<file path="src/hw/rtl/assert_macros.svh">
// Assertion helpers for the RTL.
`ifndef ASSERT_MACROS_SVH
`define ASSERT_MACROS_SVH

// Checked at every edge outside reset.
`define ASSERT_CLK(label, prop, msg) \
	label: assert property (@(posedge clk) disable iff (!arst_n) prop) else $error(msg);

// Checked at every edge, reset included.
`define ASSERT_ALWAYS(label, prop, msg) \
	label: assert property (@(posedge clk) prop) else $error(msg);

`endif

</file>
<file path="src/hw/rtl/sc1a_pkg.sv">
package sc1a_pkg;

	// Set-1 codes with special handling
	localparam logic [7:0] SC_LSHIFT_MAKE  = 8'h2a;
	localparam logic [7:0] SC_RSHIFT_MAKE  = 8'h36;
	localparam logic [7:0] SC_LSHIFT_BREAK = 8'haa;
	localparam logic [7:0] SC_RSHIFT_BREAK = 8'hb6;
	localparam logic [7:0] SC_CTRL_MAKE    = 8'h1d;
	localparam logic [7:0] SC_CTRL_BREAK   = 8'h9d;
	localparam logic [7:0] SC_LEFT         = 8'h4b;
	localparam logic [7:0] SC_RIGHT        = 8'h4d;
	localparam logic [7:0] SC_UP           = 8'h48;
	localparam logic [7:0] SC_DOWN         = 8'h50;
	localparam int         RELEASE_BIT     = 7;

	// Output bytes
	localparam logic [7:0] CH_ESC     = 8'h1b;
	localparam logic [7:0] CH_BRACKET = 8'h5b;
	localparam logic [7:0] CH_UP      = 8'h41;
	localparam logic [7:0] CH_DOWN    = 8'h42;
	localparam logic [7:0] CH_RIGHT   = 8'h43;
	localparam logic [7:0] CH_LEFT    = 8'h44;
	localparam logic [7:0] CH_LOWER_A = 8'h61;
	localparam logic [7:0] CH_LOWER_Z = 8'h7a;
	localparam logic [7:0] CASE_DELTA = 8'h20;
	localparam logic [7:0] CTRL_DELTA = 8'h40;

	localparam int TABLE_LEN = 58;

	localparam logic [7:0] PLAIN_MAP [0:TABLE_LEN-1] = '{
		8'h00, 8'h1b, 8'h31, 8'h32, 8'h33, 8'h34, 8'h35, 8'h36, 8'h37, 8'h38,
		8'h39, 8'h30, 8'h2d, 8'h3d, 8'h08, 8'h09, 8'h71, 8'h77, 8'h65, 8'h72,
		8'h74, 8'h79, 8'h75, 8'h69, 8'h6f, 8'h70, 8'h5b, 8'h5d, 8'h0d, 8'h00,
		8'h61, 8'h73, 8'h64, 8'h66, 8'h67, 8'h68, 8'h6a, 8'h6b, 8'h6c, 8'h3b,
		8'h27, 8'h60, 8'h00, 8'h5c, 8'h7a, 8'h78, 8'h63, 8'h76, 8'h62, 8'h6e,
		8'h6d, 8'h2c, 8'h2e, 8'h2f, 8'h00, 8'h00, 8'h00, 8'h20
	};

	localparam logic [7:0] SHIFT_MAP [0:TABLE_LEN-1] = '{
		8'h00, 8'h1b, 8'h21, 8'h40, 8'h23, 8'h24, 8'h25, 8'h5e, 8'h26, 8'h2a,
		8'h28, 8'h29, 8'h5f, 8'h2b, 8'h08, 8'h09, 8'h51, 8'h57, 8'h45, 8'h52,
		8'h54, 8'h59, 8'h55, 8'h49, 8'h4f, 8'h50, 8'h7b, 8'h7d, 8'h0d, 8'h00,
		8'h41, 8'h53, 8'h44, 8'h46, 8'h47, 8'h48, 8'h4a, 8'h4b, 8'h4c, 8'h3a,
		8'h22, 8'h7e, 8'h00, 8'h7c, 8'h5a, 8'h58, 8'h43, 8'h56, 8'h42, 8'h4e,
		8'h4d, 8'h3c, 8'h3e, 8'h3f, 8'h00, 8'h00, 8'h00, 8'h20
	};

	typedef enum logic {
		KIND_CHAR,
		KIND_ARROW
	} kind_t;

	// Request from the lookup stage to the output sequencer
	typedef struct packed {
		kind_t      kind;
		logic       ctrl;
		logic [7:0] ch;
	} emit_req_t;

	typedef enum logic [1:0] {
		EM_EMPTY,
		EM_ESC,
		EM_BRACKET,
		EM_FINAL
	} emit_state_t;

	// Keymap lookup; codes past the table give zero
	function automatic logic [7:0] char_lookup(input logic shifted, input logic [6:0] idx);
		logic [7:0] ch;
		ch = 8'h00;
		if (idx < 7'(TABLE_LEN)) begin
			ch = shifted ? SHIFT_MAP[idx[5:0]] : PLAIN_MAP[idx[5:0]];
		end
		return ch;
	endfunction

endpackage

</file>
<file path="src/hw/rtl/sc1a_emit.sv">
module sc1a_emit (
	input  logic                  clk,
	input  logic                  arst_n,
	input  logic                  req_valid,
	input  sc1a_pkg::emit_req_t   req,
	output logic                  take,
	output logic                  m_axis_tvalid,
	input  logic                  m_axis_tready,
	output logic [7:0]            m_axis_tdata,  // [7:0] char_out
	output logic                  m_axis_tlast   // last
);
	import sc1a_pkg::*;

	emit_state_t state_q, state_d;
	logic [7:0]  data_q, data_d;
	logic [7:0]  letter_q;
	logic        out_fire;
	logic        load;

	// Control chord: fold lowercase up, then drop by 0x40 with wrap
	function automatic logic [7:0] ctrl_adjust(input logic ctrl, input logic [7:0] ch);
		logic [7:0] c;
		c = ch;
		if (ctrl) begin
			if (c >= CH_LOWER_A && c <= CH_LOWER_Z) begin
				c = c - CASE_DELTA;
			end
			c = c - CTRL_DELTA;
		end
		return c;
	endfunction

	assign out_fire      = m_axis_tvalid && m_axis_tready;
	assign m_axis_tvalid = (state_q != EM_EMPTY);
	assign m_axis_tlast  = (state_q == EM_FINAL);
	assign m_axis_tdata  = data_q;

	// Next state and output byte
	always_comb begin
		logic free;
		free    = (state_q == EM_EMPTY) || (state_q == EM_FINAL && out_fire);
		take    = req_valid && free;
		load    = take;
		state_d = state_q;
		data_d  = data_q;
		unique case (state_q)
			EM_EMPTY, EM_FINAL: begin
				if (take) begin
					if (req.kind == KIND_ARROW) begin
						state_d = EM_ESC;
						data_d  = CH_ESC;
					end else begin
						state_d = EM_FINAL;
						data_d  = ctrl_adjust(req.ctrl, req.ch);
					end
				end else if (out_fire) begin
					state_d = EM_EMPTY;
				end
			end
			EM_ESC: begin
				if (out_fire) begin
					state_d = EM_BRACKET;
					data_d  = CH_BRACKET;
				end
			end
			EM_BRACKET: begin
				if (out_fire) begin
					state_d = EM_FINAL;
					data_d  = letter_q;
				end
			end
			default: begin
				state_d = EM_EMPTY;
			end
		endcase
	end

	always_ff @(posedge clk or negedge arst_n) begin
		if (!arst_n) begin
			state_q <= EM_EMPTY;
		end else begin
			state_q <= state_d;
		end
	end

	// Payload, no reset
	always_ff @(posedge clk) begin
		data_q <= data_d;
		if (load) begin
			letter_q <= req.ch;
		end
	end

endmodule

</file>
<file path="src/hw/rtl/scancode_set1_to_ascii.sv">
// PS/2 set-1 scancode to ASCII translator.
//
// Input stream s_axis: one raw scancode byte per request in tdata. Output
// stream m_axis: translated bytes in tdata, tlast high on the final byte of
// the run a scancode causes. Shift and control make/break codes only update
// internal flags; other break codes produce nothing. Arrow make codes give a
// three-byte ESC '[' letter run, every other make code gives one byte from
// the keymap (shifted when shift is held, control-mapped when control is held).
//
// A byte passes the registered keymap ROM read and the sequencer's output
// register before it is presented. Throughput: one scancode per cycle for
// single-byte keys with tready high; an arrow holds the sequencer for its run.
// Codes that produce nothing are absorbed without using the output path.
//
// Reset clears both flags and empties the pipeline. When the receiver holds
// tready low, the presented byte stays put, one translated scancode waits in
// the lookup stage, and s_axis_tready drops only once that stage is occupied.
`include "assert_macros.svh"

module scancode_set1_to_ascii (
	input  logic       clk,
	input  logic       arst_n,
	input  logic       s_axis_tvalid,
	output logic       s_axis_tready,
	input  logic [7:0] s_axis_tdata,   // [7:0] scancode
	output logic       m_axis_tvalid,
	input  logic       m_axis_tready,
	output logic [7:0] m_axis_tdata,   // [7:0] char_out
	output logic       m_axis_tlast    // last
);
	import sc1a_pkg::*;

	logic      shift_held_q;
	logic      control_held_q;
	logic      valid_s1;
	emit_req_t req_s1;
	logic      take;
	logic      accept;

	// Decode results
	logic       set_shift, clr_shift, set_ctrl, clr_ctrl;
	logic       is_arrow;
	logic [7:0] arrow_ch;
	logic       produces;

	assign s_axis_tready = !valid_s1 || take;
	assign accept        = s_axis_tvalid && s_axis_tready;

	// Scancode decoder
	always_comb begin
		set_shift = 1'b0;
		clr_shift = 1'b0;
		set_ctrl  = 1'b0;
		clr_ctrl  = 1'b0;
		is_arrow  = 1'b0;
		arrow_ch  = CH_UP;
		unique case (s_axis_tdata) inside
			SC_LSHIFT_MAKE, SC_RSHIFT_MAKE:   set_shift = 1'b1;
			SC_LSHIFT_BREAK, SC_RSHIFT_BREAK: clr_shift = 1'b1;
			SC_CTRL_MAKE:                     set_ctrl  = 1'b1;
			SC_CTRL_BREAK:                    clr_ctrl  = 1'b1;
			SC_UP: begin
				is_arrow = 1'b1;
				arrow_ch = CH_UP;
			end
			SC_DOWN: begin
				is_arrow = 1'b1;
				arrow_ch = CH_DOWN;
			end
			SC_RIGHT: begin
				is_arrow = 1'b1;
				arrow_ch = CH_RIGHT;
			end
			SC_LEFT: begin
				is_arrow = 1'b1;
				arrow_ch = CH_LEFT;
			end
			default: ;
		endcase
		produces = is_arrow ||
			(!s_axis_tdata[RELEASE_BIT] && !set_shift && !set_ctrl);
	end

	// Modifier flags, updated as each scancode is taken
	always_ff @(posedge clk or negedge arst_n) begin
		if (!arst_n) begin
			shift_held_q   <= 1'b0;
			control_held_q <= 1'b0;
		end else if (accept) begin
			if (set_shift) begin
				shift_held_q <= 1'b1;
			end else if (clr_shift) begin
				shift_held_q <= 1'b0;
			end
			if (set_ctrl) begin
				control_held_q <= 1'b1;
			end else if (clr_ctrl) begin
				control_held_q <= 1'b0;
			end
		end
	end

	// Lookup stage occupancy
	always_ff @(posedge clk or negedge arst_n) begin
		if (!arst_n) begin
			valid_s1 <= 1'b0;
		end else if (accept && produces) begin
			valid_s1 <= 1'b1;
		end else if (take) begin
			valid_s1 <= 1'b0;
		end
	end

	// Registered keymap ROM read
	always_ff @(posedge clk) begin
		if (accept && produces) begin
			req_s1.kind <= is_arrow ? KIND_ARROW : KIND_CHAR;
			req_s1.ctrl <= control_held_q;
			req_s1.ch   <= is_arrow ? arrow_ch
				: char_lookup(shift_held_q, s_axis_tdata[6:0]);
		end
	end

	sc1a_emit u_emit (
		.clk           (clk),
		.arst_n        (arst_n),
		.req_valid     (valid_s1),
		.req           (req_s1),
		.take          (take),
		.m_axis_tvalid (m_axis_tvalid),
		.m_axis_tready (m_axis_tready),
		.m_axis_tdata  (m_axis_tdata),
		.m_axis_tlast  (m_axis_tlast)
	);

	// An escape run never breaks off after its first or second byte
	`ASSERT_CLK(a_run_continues, (m_axis_tvalid && m_axis_tready && !m_axis_tlast) |=> m_axis_tvalid, "escape run broken")
	// Only ESC and bracket bytes go out without tlast
	`ASSERT_ALWAYS(a_mid_run_bytes, (m_axis_tvalid && !m_axis_tlast) |-> (m_axis_tdata == CH_ESC || m_axis_tdata == CH_BRACKET), "bad mid-run byte")
	// A waiting lookup result is held until the sequencer takes it
	`ASSERT_CLK(a_s1_held, (valid_s1 && !take) |=> (valid_s1 && $stable(req_s1)), "lookup stage lost")

endmodule
</file>
<file path="config.mk">
export PLATFORM = sky130hd
export DESIGN_NAME = scancode_set1_to_ascii
export DESIGN_NICKNAME = d
export VERILOG_FILES = /design/src/hw/rtl/sc1a_pkg.sv /design/src/hw/rtl/sc1a_emit.sv /design/src/hw/rtl/scancode_set1_to_ascii.sv
export VERILOG_INCLUDE_DIRS = /design/src /design/src/hw/rtl
export SDC_FILE = /design/constraint.sdc
export NUM_CORES = 1
export LEC_CHECK = 0
export BUFFER_PORTS_ARGS = -buffer_cell sky130_fd_sc_hd__clkbuf_2
export CAP_MARGIN = 25
export CORE_UTILIZATION = 60
export CTS_CLUSTER_DIAMETER = 120
export DETAILED_ROUTE_END_ITERATION = 10
export PLACE_DENSITY = 0.83
export SLEW_MARGIN = 20
export SYNTH_ARGS = -nofsm -noshare
export SYNTH_HDL_FRONTEND = slang
export SYNTH_HIERARCHICAL = 1
export SYNTH_SLANG_ARGS = --single-unit
</file>
<file path="constraint.sdc">
create_clock -name clk -period 2.68 [get_ports clk]
set_input_delay 0.536 -clock clk [delete_from_list [all_inputs] [get_ports clk]]
set_output_delay 0.536 -clock clk [all_outputs]
set_load 0.01 [all_outputs]
</file>
==> key figures <==
Synth
  • Post-synth top cells: a21oi_1 (27), edfxtp_1 (25), nand2_1 (25)
  • Average cell area after synthesis: roughly 8.7 um^2
  • Distinct cells, synth: a little over 60
  • Most frequent cell after synthesis: a21oi_1
  • Post-synth EDFFs: 25
  • #FFs+latches synth: 30
  • Yosys warning count: 6
  • Register area share after synthesis: about 33%
  • Main synth FF type: edfxtp_1
  • Synthesized instance count: just over 300
  • Synthesized area: approximately 0.0026 mm^2
  • Top-area cell type share of the netlist area: 28.45%
  • Most area-hungry cell type in the Yosys netlist: edfxtp_1
  • Ys async rst share: between 15 and 20%
  • Top cells by area, synth: edfxtp_1 (28%), ha_1 (8.5%), a21oi_1 (5.1%)

Final layout
  • Fraction of layout cells with a size suffix above 1: ~18%
  • Area Overhead vs Synth: 11.38%
  • Fill cell count: between 300 and 400
  • Net count, final: 360
  • Final std cells w/o fill: between 300 and 400
  • Number of diodes: 0

Critical path
  • Startpoint Class: input pin
  • CP Capture Type: flop
  • Req. time, crit path: 2.70 ns
  • Kind of critical path: input pin to flop
  • Worst R2R Setup Slack: about 0.5 ns
  • Crit-path max FO: 14
  • Worst path arrival time: approximately 2.2 ns

Pwr
  • PwrDens: ~790 mW/mm^2
  • Leakage Power: 1.173 nW
  • Max VDD drop: between 0.4 and 0.5 mV
  • Tot Pwr: around 0.0023 W

Clocking
  • Clock slew at reported path FFs: 0.06 ns
  • CTS tree: built
  • Setup bufs post-CTS: 0
  • Clk Tree Root Cell: clkbuf_8
  • Max H-tree Level: 2
  • CTS Sinks: 30
  • Post-CTS resize count: 0
  • CTS Buffer Depth: 2
  • Hold_buf cts: 0
  • CTS Buf Count: 5
  • Clock Latency Late Sink: 0.28 ns

Timing
  • Setup TNS: 0 ns
  • Endpoints failing setup: 0
  • Fin. max-slew vios: 0
  • RSZ-0062 raised after global routing: no
  • Relative slew margins: 45.60%
  • Final period demand of the worst path: between 2 and 2.5 ns
  • FMAX: about 460 MHz
  • Final setup skew: approximately 0.0075 ns
  • Period utilization: 81.98%
  • Hold WS: 0.05905 ns
  • Final hold violation count: 0
  • Slew @ Worst Pin: ~0.80 ns

Flow run
  • Max cap viols: 0

Placed design
  • GP Congestion: 0.9861
  • IO buf count: 22
  • Placed insts: 373
  • DP HPWL: 5046 um

Routing
  • Total wire length: between 6000 and 7000 um
  • Vias/cell: about 6.5
  • Wire length per cell: approximately 18 um
  • Post-DRT Antenna Nets: 0
  • DR iter-0 viols: 188
  • # DRC: 0
  • Drt first pass iters: 5
  • Via count: approximately 2500

Floorplanning
  • Core Rows: 23
  • Initial core utilization: around 64%
  • Die Wd: 68.32 um
  • Die height: roughly 68 um
  • Num ports: 23
  • Core region area: roughly 0.0041 mm^2
  • Area of the die: about 0.0047 mm^2

Global route
  • First-pass GRT wire length: 11130 um
  • Remaining Overflow, GRT: 0
  • Global Route Usage Sum: between 30% and 40%
  • Vias in the first global route: ~2300
  • Initial antenna violation count: 0
  • Pin count of the biggest net entering global routing: 29

Hold path
  • Worst Hold Class: input pin to async pin

Outcome
  • Outcome: completed
per-layer routing:
metal	share of wire (%)	routed length (um)	track usage, %	up-vias
li1	-	-	-	1183
met1	38	2666	36.35	1156
met2	51	3526	59.07	129
met3	6.5	450	5.167	27
met4	4.1	285	16.15	0
met5	0	0	0	-
registers in the layout, summed over array words and instances (netlist names):
register and cells:
req_s1 9, u_emit/state_q 2, u_emit/letter_q 8, control_held_q 1, u_emit/m_axis_tdata 8, shift_held_q 1, valid_s1 1
critical path: stages:
cell	delay [ns]
clkbuf_2	0.10
buf_4	0.19
ha_1	0.34
nand2_1	0.15
nor3b_1	0.30
o32a_1	0.21
o32ai_1	0.08
a2111o_1	0.31
power breakdown:
| group | internal (W) | switching [W] |
|---|---|---|
| Combinational | 0.000402 | 0.000645 |
| Clock | 0.000278 | 0.000156 |
| Sequential | 0.000755 | 0.0000774 |
final cells by class:
type | count | area [um^2] | share of cell area, %
Clock inverter | 1 | 30.03 | 1.022
Timing Repair Buffer | 38 | 242.7 | 8.259
Sequential cell | 30 | 875.8 | 29.80
Tap cell | 50 | 62.56 | 2.129
Inverter | 16 | 60.06 | 2.043
Multi-Input combinational cell | 239 | 1592 | 54.15
Clock buffer | 7 | 76.32 | 2.597
final timing paths:
path                                    from           endpoint  depth (start not counted)
setup / recovery             s_axis_tdata[0]          req_s1[1]                          8
hold / removal                        arst_n  u_emit/state_q[0]                          1
setup reg to reg           u_emit/state_q[0]          req_s1[4]                          6
hold reg to reg               control_held_q          req_s1[8]                          0
max in group asynchronous             arst_n     control_held_q                          1
min in group clk              control_held_q          req_s1[8]                          0
through the flow:
stage / instance area [um^2] / setup slack (ns) / util [%]
after floorplan: 2654 / 0.4095 / -
after global placement: 2833 / 0.2646 / 68.84
after detailed placement: 2833 / 0.2415 / 68.84
after CTS: 2939 / 0.4627 / 71.42
after global routing: 2939 / 0.2888 / 71.42
final: 2939 / 0.4829 / 71.42
cells by family after synthesis:
group / share of synthesized area [%]
DFF: 33.19
AOI/OAI and AO/OA: 26.93
xor gates and xnor gates: 0.3320
adders and majority gates: 8.535
buffers and inverters: 7.065
and+or+nand+nor: 18.97
muxes: 4.836
other: 0.1421
placed cells by master (no fill, tap or decap), types with 5 or more instances in the layout:
master / n
nor2_1: 22
nand3_1: 8
edfxtp_1: 25
o21ai_0: 17
ha_1: 18
a21oi_1: 27
inv_1: 14
nor2b_1: 5
nand2_1: 25
a31oi_1: 7
nor3_1: 6
clkbuf_8: 5
o31ai_1: 8
nand2b_1: 11
dfrtp_1: 5
buf_4: 15
a211oi_1: 6
conb_1: 5
clkbuf_2: 22
mux2i_1: 6
Note: power is estimated with default switching activity, not from simulation.
